$ cat src/rtl/smbus_pec_frame_build_check_assert.svh
// Assertion macros for the SMBus PEC frame builder and checker.
`ifndef SMBUS_PEC_FRAME_BUILD_CHECK_ASSERT_SVH
`define SMBUS_PEC_FRAME_BUILD_CHECK_ASSERT_SVH
`ifndef SYNTHESIS
// Checked only out of reset.
`define SPFBC_ASSERT(lbl, prop, msg) \
  lbl: assert property (@(posedge clk) disable iff (!rst_n) prop) else $error(msg);
// Checked at every edge, reset included.
`define SPFBC_ASSERT_ALWAYS(lbl, prop, msg) \
  lbl: assert property (@(posedge clk) prop) else $error(msg);
`else
`define SPFBC_ASSERT(lbl, prop, msg)
`define SPFBC_ASSERT_ALWAYS(lbl, prop, msg)
`endif
`endif

$ cat src/rtl/spfbc_pkg.sv
// Shared types, codes and the PEC byte function for the SMBus PEC frame block.
package spfbc_pkg;

  typedef logic [8:0] flags_t;
  typedef logic [2:0] status_t;
  typedef logic [2:0] req_t;

  // Request types
  localparam req_t REQ_SEND_BYTE  = 3'd0;
  localparam req_t REQ_WRITE_BYTE = 3'd1;
  localparam req_t REQ_WRITE_WORD = 3'd2;
  localparam req_t REQ_READ_BYTE  = 3'd3;
  localparam req_t REQ_READ_WORD  = 3'd4;

  // Bus outcome codes
  localparam logic [2:0] OC_OK         = 3'd0;
  localparam logic [2:0] OC_NACK       = 3'd1;
  localparam logic [2:0] OC_BUSY_TMO   = 3'd4;
  localparam logic [2:0] OC_START_FAIL = 3'd5;
  localparam logic [2:0] OC_DONE_TMO   = 3'd6;

  // Status codes
  localparam status_t ST_OK   = 3'd0;
  localparam status_t ST_NACK = 3'd1;
  localparam status_t ST_BUS  = 3'd2;
  localparam status_t ST_TMO  = 3'd3;
  localparam status_t ST_PEC  = 3'd4;

  // Fault flag bit positions
  localparam int FLB_WRITE = 0;
  localparam int FLB_READ  = 1;
  localparam int FLB_ACK   = 2;
  localparam int FLB_NACK  = 3;
  localparam int FLB_BUS   = 4;
  localparam int FLB_TMO   = 5;
  localparam int FLB_START = 6;
  localparam int FLB_PEC   = 7;
  localparam int FLB_PARAM = 8;

  localparam flags_t FL_WRITE = flags_t'(1) << FLB_WRITE;
  localparam flags_t FL_READ  = flags_t'(1) << FLB_READ;
  localparam flags_t FL_ACK   = flags_t'(1) << FLB_ACK;
  localparam flags_t FL_NACK  = flags_t'(1) << FLB_NACK;
  localparam flags_t FL_BUS   = flags_t'(1) << FLB_BUS;
  localparam flags_t FL_TMO   = flags_t'(1) << FLB_TMO;
  localparam flags_t FL_START = flags_t'(1) << FLB_START;
  localparam flags_t FL_PEC   = flags_t'(1) << FLB_PEC;
  localparam flags_t FL_PARAM = flags_t'(1) << FLB_PARAM;

  // Transmit lengths
  localparam logic [2:0] TX_LEN_CMD  = 3'd1;
  localparam logic [2:0] TX_LEN_SEND = 3'd2;
  localparam logic [2:0] TX_LEN_BYTE = 3'd3;
  localparam logic [2:0] TX_LEN_WORD = 3'd4;

  localparam logic [7:0] PEC_POLY = 8'h07;

  // One incoming transaction
  typedef struct packed {
    req_t       req;
    logic [6:0] addr;
    logic [7:0] cmd;
    logic [15:0] wdata;
    logic [2:0] outcome;
    logic [7:0] rlo;
    logic [7:0] rhi;
    logic [7:0] rpec;
    logic       dest;
  } in_item_t;

  // After the first stage: PEC over write address and command
  typedef struct packed {
    req_t       req;
    logic [6:0] addr;
    logic [7:0] cmd;
    logic [7:0] dlo;
    logic [7:0] dhi;
    logic [7:0] rlo;
    logic [7:0] rhi;
    logic [7:0] rpec;
    logic       dest;
    logic [7:0] crc_ac;
    status_t    oc_st;
    flags_t     oc_flags;
  } front_t;

  // After the second stage: PEC one data byte further on each path
  typedef struct packed {
    req_t       req;
    logic [7:0] cmd;
    logic [7:0] dlo;
    logic [7:0] dhi;
    logic [7:0] rlo;
    logic [7:0] rhi;
    logic [7:0] rpec;
    logic       dest;
    logic [7:0] crc_ac;
    logic [7:0] crc_w1;
    logic [7:0] crc_r1;
    status_t    oc_st;
    flags_t     oc_flags;
  } mid_t;

  // Final result
  typedef struct packed {
    logic [31:0] frame;
    logic [2:0]  len;
    status_t     status;
    flags_t      flags;
    logic [15:0] rdata;
    logic [7:0]  pc;
    logic        pm;
  } result_t;

  // CRC-8 (poly 0x07) advanced over one byte
  function automatic logic [7:0] pec_byte(input logic [7:0] crc, input logic [7:0] b);
    logic [7:0] c;
    c = crc ^ b;
    for (int i = 0; i < 8; i++) begin
      c = c[7] ? ((c << 1) ^ PEC_POLY) : (c << 1);
    end
    return c;
  endfunction

endpackage

$ cat src/rtl/spfbc_front.sv
// First stage: PEC over write address and command, bus outcome decode.
module spfbc_front (
  input  logic                clk,
  input  logic                rst_n,
  input  logic                vld_i,
  output logic                stall_o,
  input  spfbc_pkg::in_item_t item_i,
  output logic                vld_o,
  input  logic                stall_i,
  output spfbc_pkg::front_t   data_o
);
  import spfbc_pkg::*;

  logic    vld_r, vld_nxt, load;
  front_t  data_r, data_nxt;
  status_t oc_st;
  flags_t  oc_flags;

  // Outcome to status and flags; unused code behaves as other error
  always_comb begin
    case (item_i.outcome)
      OC_OK: begin
        oc_st = ST_OK;   oc_flags = FL_ACK;
      end
      OC_NACK: begin
        oc_st = ST_NACK; oc_flags = FL_NACK;
      end
      OC_BUSY_TMO: begin
        oc_st = ST_TMO;  oc_flags = FL_START | FL_TMO;
      end
      OC_START_FAIL: begin
        oc_st = ST_BUS;  oc_flags = FL_START;
      end
      OC_DONE_TMO: begin
        oc_st = ST_TMO;  oc_flags = FL_TMO;
      end
      default: begin
        oc_st = ST_BUS;  oc_flags = FL_BUS;
      end
    endcase
  end

  // Stage payload
  always_comb begin
    data_nxt.req      = item_i.req;
    data_nxt.addr     = item_i.addr;
    data_nxt.cmd      = item_i.cmd;
    data_nxt.dlo      = item_i.wdata[7:0];
    data_nxt.dhi      = item_i.wdata[15:8];
    data_nxt.rlo      = item_i.rlo;
    data_nxt.rhi      = item_i.rhi;
    data_nxt.rpec     = item_i.rpec;
    data_nxt.dest     = item_i.dest;
    data_nxt.crc_ac   = pec_byte(pec_byte(8'h00, {item_i.addr, 1'b0}), item_i.cmd);
    data_nxt.oc_st    = oc_st;
    data_nxt.oc_flags = oc_flags;
  end

  // Stage handshake
  assign load    = !vld_r || !stall_i;
  assign stall_o = !load;
  assign vld_nxt = load ? vld_i : vld_r;

  always_ff @(posedge clk) begin
    if (!rst_n) begin
      vld_r <= 1'b0;
    end else begin
      vld_r <= vld_nxt;
    end
  end

  always_ff @(posedge clk) begin
    if (load && vld_i) begin
      data_r <= data_nxt;
    end
  end

  assign vld_o  = vld_r;
  assign data_o = data_r;

endmodule

$ cat src/rtl/spfbc_mid.sv
// Second stage: PEC through the first data byte of the write and read paths.
module spfbc_mid (
  input  logic              clk,
  input  logic              rst_n,
  input  logic              vld_i,
  output logic              stall_o,
  input  spfbc_pkg::front_t data_i,
  output logic              vld_o,
  input  logic              stall_i,
  output spfbc_pkg::mid_t   data_o
);
  import spfbc_pkg::*;

  logic vld_r, vld_nxt, load;
  mid_t data_r, data_nxt;

  // Write path adds the low data byte; read path adds read address and first byte
  always_comb begin
    data_nxt.req      = data_i.req;
    data_nxt.cmd      = data_i.cmd;
    data_nxt.dlo      = data_i.dlo;
    data_nxt.dhi      = data_i.dhi;
    data_nxt.rlo      = data_i.rlo;
    data_nxt.rhi      = data_i.rhi;
    data_nxt.rpec     = data_i.rpec;
    data_nxt.dest     = data_i.dest;
    data_nxt.crc_ac   = data_i.crc_ac;
    data_nxt.crc_w1   = pec_byte(data_i.crc_ac, data_i.dlo);
    data_nxt.crc_r1   = pec_byte(pec_byte(data_i.crc_ac, {data_i.addr, 1'b1}), data_i.rlo);
    data_nxt.oc_st    = data_i.oc_st;
    data_nxt.oc_flags = data_i.oc_flags;
  end

  // Stage handshake
  assign load    = !vld_r || !stall_i;
  assign stall_o = !load;
  assign vld_nxt = load ? vld_i : vld_r;

  always_ff @(posedge clk) begin
    if (!rst_n) begin
      vld_r <= 1'b0;
    end else begin
      vld_r <= vld_nxt;
    end
  end

  always_ff @(posedge clk) begin
    if (load && vld_i) begin
      data_r <= data_nxt;
    end
  end

  assign vld_o  = vld_r;
  assign data_o = data_r;

endmodule

$ cat src/rtl/spfbc_back.sv
// Last stage: final PEC byte, PEC compare, frame and status assembly.
module spfbc_back (
  input  logic               clk,
  input  logic               rst_n,
  input  logic               vld_i,
  output logic               stall_o,
  input  spfbc_pkg::mid_t    data_i,
  output logic               vld_o,
  input  logic               stall_i,
  output spfbc_pkg::result_t res_o
);
  import spfbc_pkg::*;

  logic       vld_r, vld_nxt, load;
  result_t    res_r, res_nxt;
  logic [7:0] crc_w2, crc_r2, crc_rd;

  assign crc_w2 = pec_byte(data_i.crc_w1, data_i.dhi);
  assign crc_r2 = pec_byte(data_i.crc_r1, data_i.rhi);
  assign crc_rd = (data_i.req == REQ_READ_WORD) ? crc_r2 : data_i.crc_r1;

  // Result assembly per request type
  always_comb begin
    res_nxt.frame  = {24'd0, data_i.cmd};
    res_nxt.len    = TX_LEN_CMD;
    res_nxt.status = ST_BUS;
    res_nxt.flags  = FL_PARAM;
    res_nxt.rdata  = 16'd0;
    res_nxt.pc     = 8'd0;
    res_nxt.pm     = 1'b0;
    case (data_i.req)
      REQ_SEND_BYTE: begin
        res_nxt.frame  = {16'd0, data_i.crc_ac, data_i.cmd};
        res_nxt.len    = TX_LEN_SEND;
        res_nxt.status = data_i.oc_st;
        res_nxt.flags  = FL_WRITE | data_i.oc_flags;
        res_nxt.pc     = data_i.crc_ac;
      end
      REQ_WRITE_BYTE: begin
        res_nxt.frame  = {8'd0, data_i.crc_w1, data_i.dlo, data_i.cmd};
        res_nxt.len    = TX_LEN_BYTE;
        res_nxt.status = data_i.oc_st;
        res_nxt.flags  = FL_WRITE | data_i.oc_flags;
        res_nxt.pc     = data_i.crc_w1;
      end
      REQ_WRITE_WORD: begin
        res_nxt.frame  = {crc_w2, data_i.dhi, data_i.dlo, data_i.cmd};
        res_nxt.len    = TX_LEN_WORD;
        res_nxt.status = data_i.oc_st;
        res_nxt.flags  = FL_WRITE | data_i.oc_flags;
        res_nxt.pc     = crc_w2;
      end
      REQ_READ_BYTE, REQ_READ_WORD: begin
        if (!data_i.dest) begin
          res_nxt.flags = FL_READ | FL_PARAM;
        end else begin
          res_nxt.flags  = FL_READ | data_i.oc_flags;
          res_nxt.status = data_i.oc_st;
          if (data_i.oc_st == ST_OK) begin
            res_nxt.pc = crc_rd;
            if (crc_rd == data_i.rpec) begin
              res_nxt.pm    = 1'b1;
              res_nxt.rdata = (data_i.req == REQ_READ_WORD) ?
                              {data_i.rhi, data_i.rlo} : {8'd0, data_i.rlo};
            end else begin
              res_nxt.flags  = FL_READ | data_i.oc_flags | FL_PEC;
              res_nxt.status = ST_PEC;
            end
          end
        end
      end
      default: begin
        res_nxt.flags = FL_PARAM;
      end
    endcase
  end

  // Output register handshake
  assign load    = !vld_r || !stall_i;
  assign stall_o = !load;
  assign vld_nxt = load ? vld_i : vld_r;

  always_ff @(posedge clk) begin
    if (!rst_n) begin
      vld_r <= 1'b0;
    end else begin
      vld_r <= vld_nxt;
    end
  end

  always_ff @(posedge clk) begin
    if (load && vld_i) begin
      res_r <= res_nxt;
    end
  end

  assign vld_o = vld_r;
  assign res_o = res_r;

endmodule

$ cat src/rtl/smbus_pec_frame_build_check.sv
// Top level of the SMBus/PMBus PEC frame builder and read checker.
//
// One PMBus transaction enters on the in_ channel per transfer (valid/stall);
// one result leaves on the out_ channel per transfer. Writes get their
// transmit frame with the CRC-8 PEC appended; reads get their received PEC
// checked and their data assembled, with status and fault flags.
// Three register stages: PEC over address and command, PEC over the first
// data byte, then the last byte, compare and assembly into the output
// register. An accepted transfer passes through the front, mid and output
// registers in turn. Throughput is one transaction per cycle while out_stall
// is low, set by the stage chain; each stage holds its valid bit and takes a
// new item whenever it is empty or its content moves on.
// When the receiver stalls, the output register holds its result and the
// stall works back stage by stage; in_stall rises only once all three
// stages are full. Nothing is lost or repeated.
// Synchronous reset empties all stages; out_valid is low after reset.
module smbus_pec_frame_build_check (
  input  logic        clk,
  input  logic        rst_n,
  input  logic        in_valid,
  output logic        in_stall,
  input  logic [2:0]  in_req_type,
  input  logic [6:0]  in_target_addr,
  input  logic [7:0]  in_command_code,
  input  logic [15:0] in_write_data,
  input  logic [2:0]  in_bus_outcome,
  input  logic [7:0]  in_rx_data_low,
  input  logic [7:0]  in_rx_data_high,
  input  logic [7:0]  in_rx_pec,
  input  logic        in_dest_valid,
  output logic        out_valid,
  input  logic        out_stall,
  output logic [31:0] out_tx_frame,
  output logic [2:0]  out_tx_len,
  output logic [2:0]  out_status,
  output logic [8:0]  out_fault_mask,
  output logic [15:0] out_read_data,
  output logic [7:0]  out_pec_crc,
  output logic        out_pec_match
);
  import spfbc_pkg::*;

  `include "smbus_pec_frame_build_check_assert.svh"

  in_item_t item;
  front_t   front_data;
  mid_t     mid_data;
  result_t  res;
  logic     front_vld, front_stall;
  logic     mid_vld, mid_stall;
  logic     ok_read, rw_both;

  // Gather the input fields
  assign item.req     = in_req_type;
  assign item.addr    = in_target_addr;
  assign item.cmd     = in_command_code;
  assign item.wdata   = in_write_data;
  assign item.outcome = in_bus_outcome;
  assign item.rlo     = in_rx_data_low;
  assign item.rhi     = in_rx_data_high;
  assign item.rpec    = in_rx_pec;
  assign item.dest    = in_dest_valid;

  // Stage chain
  spfbc_front u_front (
    .clk     (clk),
    .rst_n   (rst_n),
    .vld_i   (in_valid),
    .stall_o (in_stall),
    .item_i  (item),
    .vld_o   (front_vld),
    .stall_i (front_stall),
    .data_o  (front_data)
  );

  spfbc_mid u_mid (
    .clk     (clk),
    .rst_n   (rst_n),
    .vld_i   (front_vld),
    .stall_o (front_stall),
    .data_i  (front_data),
    .vld_o   (mid_vld),
    .stall_i (mid_stall),
    .data_o  (mid_data)
  );

  spfbc_back u_back (
    .clk     (clk),
    .rst_n   (rst_n),
    .vld_i   (mid_vld),
    .stall_o (mid_stall),
    .data_i  (mid_data),
    .vld_o   (out_valid),
    .stall_i (out_stall),
    .res_o   (res)
  );

  // Result fields
  assign out_tx_frame   = res.frame;
  assign out_tx_len     = res.len;
  assign out_status     = res.status;
  assign out_fault_mask = res.flags;
  assign out_read_data  = res.rdata;
  assign out_pec_crc    = res.pc;
  assign out_pec_match  = res.pm;

  // Terms for the checks
  assign ok_read = (out_status == ST_OK) && out_fault_mask[FLB_READ];
  assign rw_both = out_fault_mask[FLB_WRITE] && out_fault_mask[FLB_READ];

  // Checks
  `SPFBC_ASSERT_ALWAYS(a_reset_empties, !rst_n |=> !out_valid, "output valid after reset")
  `SPFBC_ASSERT(a_no_stall_when_empty, !out_valid |-> !in_stall, "input stalled with empty output")
  `SPFBC_ASSERT(a_match_is_ok_read, out_valid && out_pec_match |-> ok_read, "stray PEC match")
  `SPFBC_ASSERT(a_rw_exclusive, out_valid |-> !rw_both, "write and read flags both set")

endmodule

$ cat config.mk
export PLATFORM = sky130hd
export DESIGN_NAME = smbus_pec_frame_build_check
export DESIGN_NICKNAME = d
export VERILOG_FILES = /design/src/rtl/spfbc_pkg.sv /design/src/rtl/spfbc_front.sv /design/src/rtl/spfbc_mid.sv /design/src/rtl/spfbc_back.sv /design/src/rtl/smbus_pec_frame_build_check.sv
export VERILOG_INCLUDE_DIRS = /design/src /design/src/rtl
export SDC_FILE = /design/constraint.sdc
export NUM_CORES = 1
export LEC_CHECK = 0
export BUFFER_PORTS_ARGS = -buffer_cell sky130_fd_sc_hd__clkbuf_2
export CAP_MARGIN = 20
export CORE_MARGIN = 1.5
export CORE_UTILIZATION = 55
export CTS_CLUSTER_DIAMETER = 50
export DETAILED_ROUTE_END_ITERATION = 6
export PLACE_DENSITY = 0.88
export SYNTH_ARGS = -nofsm -noshare
export SYNTH_HDL_FRONTEND = slang
export SYNTH_SLANG_ARGS = --single-unit
$ cat constraint.sdc
create_clock -name clk -period 11.8 [get_ports clk]
set_clock_uncertainty 0.15 [all_clocks]
set_input_delay 3.54 -clock clk [delete_from_list [all_inputs] [get_ports clk]]
set_output_delay 3.54 -clock clk [all_outputs]
set_load 0.03 [all_outputs]
==> metrics.md <==
| Metric | Value |
|---|---|
| Most used DFF post-synth | `edfxtp_1` |
| Core Util, Final | `65.73%` |
| Status | `finished, final reports clean` |
| Power, Total | `roughly 2.4 mW` |
| Die footprint | `approximately 18,000 um2` |
| CTS Buffer Depth | `3` |
| First-pass GRT wire length | `26,160 um` |
| Root buf cell | `clkbuf_16` |
| Largest family of logic cells by synthesized area | `XOR/XNOR gates` |
| Period minus WS final | `8.131 ns` |
| Htree depth | `1` |
| Worst Path Max Fanout | `3` |
| Vias in the first global route | `5,166` |
| Max Cap Viol | `0` |
| Drt pass-1 iters | `4` |
| Max Clock Freq | `about 120 MHz` |
| Num CTS Buffers | `24` |
| Relative slew slack | `29.74%` |
| Compound-Gate Fraction of Synth Area | `3.500%` |
| Hold_buf cts | `0` |
| # rows | `between 40 and 50` |
| Iter 0 DRT Violations | `314` |
| Share of the synthesized area in the top cell type | `71.46%` |
| Avg Cell Area, Syn | `16.40 um2` |
| Initial antenna violation count | `0` |
| Fin Hold WS | `0.2625 ns` |
| Period Utilization, post-route | `between 60% and 70%` |
| Dpl hpwl | `12,050 um` |
| Cells taking the most area after synthesis | `edfxtp_1 (71%), xnor2_1 (9.7%), xor2_1 (2.8%)` |
| Most common cell in the synthesized netlist | `edfxtp_1` |
| Setup crit start | `out_stall` |
| Worst-Skew Late Latency | `0.51 ns` |
| DRT antenna net count | `0` |
| Hold Path Class | `flip-flop to flip-flop` |
| Final hold vios | `0` |
| DRC | `0` |
| Met1 Use GR | `23.60%` |
| Syn_nets | `between 600 and 700` |
| Dpl cells | `931` |
| Power per cell area | `212.2 nW/um2` |
| Post-synth ARST share | `0%` |
| Largest net degree at the start of global routing | `84` |
| GR Util met2 | `33.11%` |
| Synth Instances | `584` |
| Area share of and/or/nand/nor cells after synthesis | `6.491%` |
| Core ar. | `roughly 17,000 um2` |
| DR WL/cell | `17.47 um` |
| RePlAce Congestion | `0.8647` |
| # port buffers | `139` |
| PostCTS Resize Cnt | `0` |
| Ys Warns | `0` |
| Met3 Usage GRT | `3.529%` |
| Filler-free cell count of the finished design | `976` |
| DP Area | `10,500 um2` |
| Post-CTS Setup Repair Bufs | `0` |
| Multi-input logic area | `roughly 2600 um2` |
| Setup crit end kind | `output pin` |
| Startpoint types | `input pin` |
| GRT overflow | `0` |
| Post-synthesis mux area share | `1.881%` |
| Crit path DAT | `4.44 ns` |
| CP Data Required Time | `8.11 ns` |
| Fin nets | `800` |
| Crit Path Category | `input pin to output pin` |
| Storage element area | `6907 um2` |
| Die height | `135.0 um` |
| Yosys reg bits | `between 200 and 250` |
| Clock Sink Count | `roughly 230` |
| Post-Syn Area | `9580 um2` |
| Pleak | `4.032 nW` |
| Commonest cells in the netlist | `edfxtp_1 (228), xnor2_1 (106), nor2_1 (45), xor2_1 (31), nand2_1 (22)` |
| # diodes | `0` |
| Gr busiest metal | `met2` |
| Xor/xnor cell area share of the yosys netlist | `14.78%` |
| Slew Viols, Final | `0` |
| Layout cells sized above 1 | `27.96%` |
| Ports | `140` |
| Number of distinct library cells after synthesis | `52` |
| Clk slew on worst S/H paths | `roughly 0.060 ns` |
| Fin area | `11,290 um2` |
| Setup WS pre-CTS | `3.667 ns` |
| RSZ-0062 raised after global routing | `false` |
| CTS tree | `built` |
| Register area share after synthesis | `just over 70%` |
| Adder-cell share of the synthesized area | `0%` |
| Worst vdd ir | `116.8 uV` |
| RR Startpoint | `u_mid.data_o[87]` |
| Vias | `5,065` |
| Synthesis-to-layout area growth | `17.84%` |
| Die W | `approximately 130 um` |
| Least-Margin Pin Slew | `1.054 ns` |
| Yosys top cell by area | `edfxtp_1` |
| Vias/cell | `around 5.2` |
| Setup TNS | `0 ns` |
| Final number of setup-violating endpoints | `0` |
| Hold Startpoint | `u_front.data_o[20]` |
| Fillers | `around 1,200` |
| Post-synth EDFFs | `228` |
| Aggregate global-route resource usage | `18.74%` |
| Final wirelength | `17,050 um` |
| Initial Util | `55.78%` |
| Worst setup slack after layout | `3.669 ns` |
## state kept, by name, summed over array words and instances (netlist names)
signal / cells
u_back.res_o: 71
u_front.vld_o: 1
u_mid.vld_o: 1
u_back.vld_o: 1
u_front.data_o: 74
u_mid.data_o: 83
## critical path, stage by stage
cell and delay (ns):
clkbuf_2 0.13, and3_1 0.27, and2_1 0.26, clkbuf_2 0.24
## kinds of logic after synthesis
family | count (synthesis)
flops | 231
xor+xnor | 147
simple gates | 119
compound gates | 47
buf+inv | 23
mux | 17
## worst paths after layout
path | to | slack, ns | cells past startpoint
min | u_mid.data_o[36] | 0.26 | 0
max | in_stall | 3.67 | 4
max reg2reg | u_back.res_o[32] | 8.36 | 6
min reg2reg | u_mid.data_o[36] | 0.26 | 0
## placed cells by master, fill, tap and decap left out, types with 3 or more instances in the layout
cell type,count
edfxtp_1,228
clkbuf_2,139
xnor2_1,106
nor2_1,45
xor2_1,31
clkbuf_16,24
nand2_1,22
a21oi_1,12
nor2b_1,12
mux2i_1,9
nor3_2,9
mux2_2,8
nor3_1,8
a22oi_1,8
clkinv_1,7
xnor3_1,6
a221o_1,5
o21ai_0,4
or2_2,4
buf_4,4
and3_1,3
and2_1,3
nand2b_1,3
inv_1,3
o21a_1,3
clkinv_2,3
dfxtp_1,3
## area by class of cell
class / count / share of cell area (%)
clock inverter: 17 / 1.374
clock buffer: 26 / 5.386
tap: 225 / 2.494
multi-input combinational: 330 / 22.91
timing repair buffer: 144 / 6.561
inverter: 3 / 0.09974
sequential: 231 / 61.18
## layer usage
layer / vias to the layer above / wire, um
met5: - / 0
met4: 0 / 450
met3: 42 / 1126
met2: 181 / 8597
met1: 2412 / 6874
li1: 2430 / -
## where the power goes
group          switching, mW  leakage (nW)  internal, mW
clock                  0.299         0.375         0.419
combinational          0.312          1.52         0.281
sequential            0.0629          2.14          1.02
total                  0.674          4.03          1.72
Note: power is estimated with default switching activity, not from simulation.
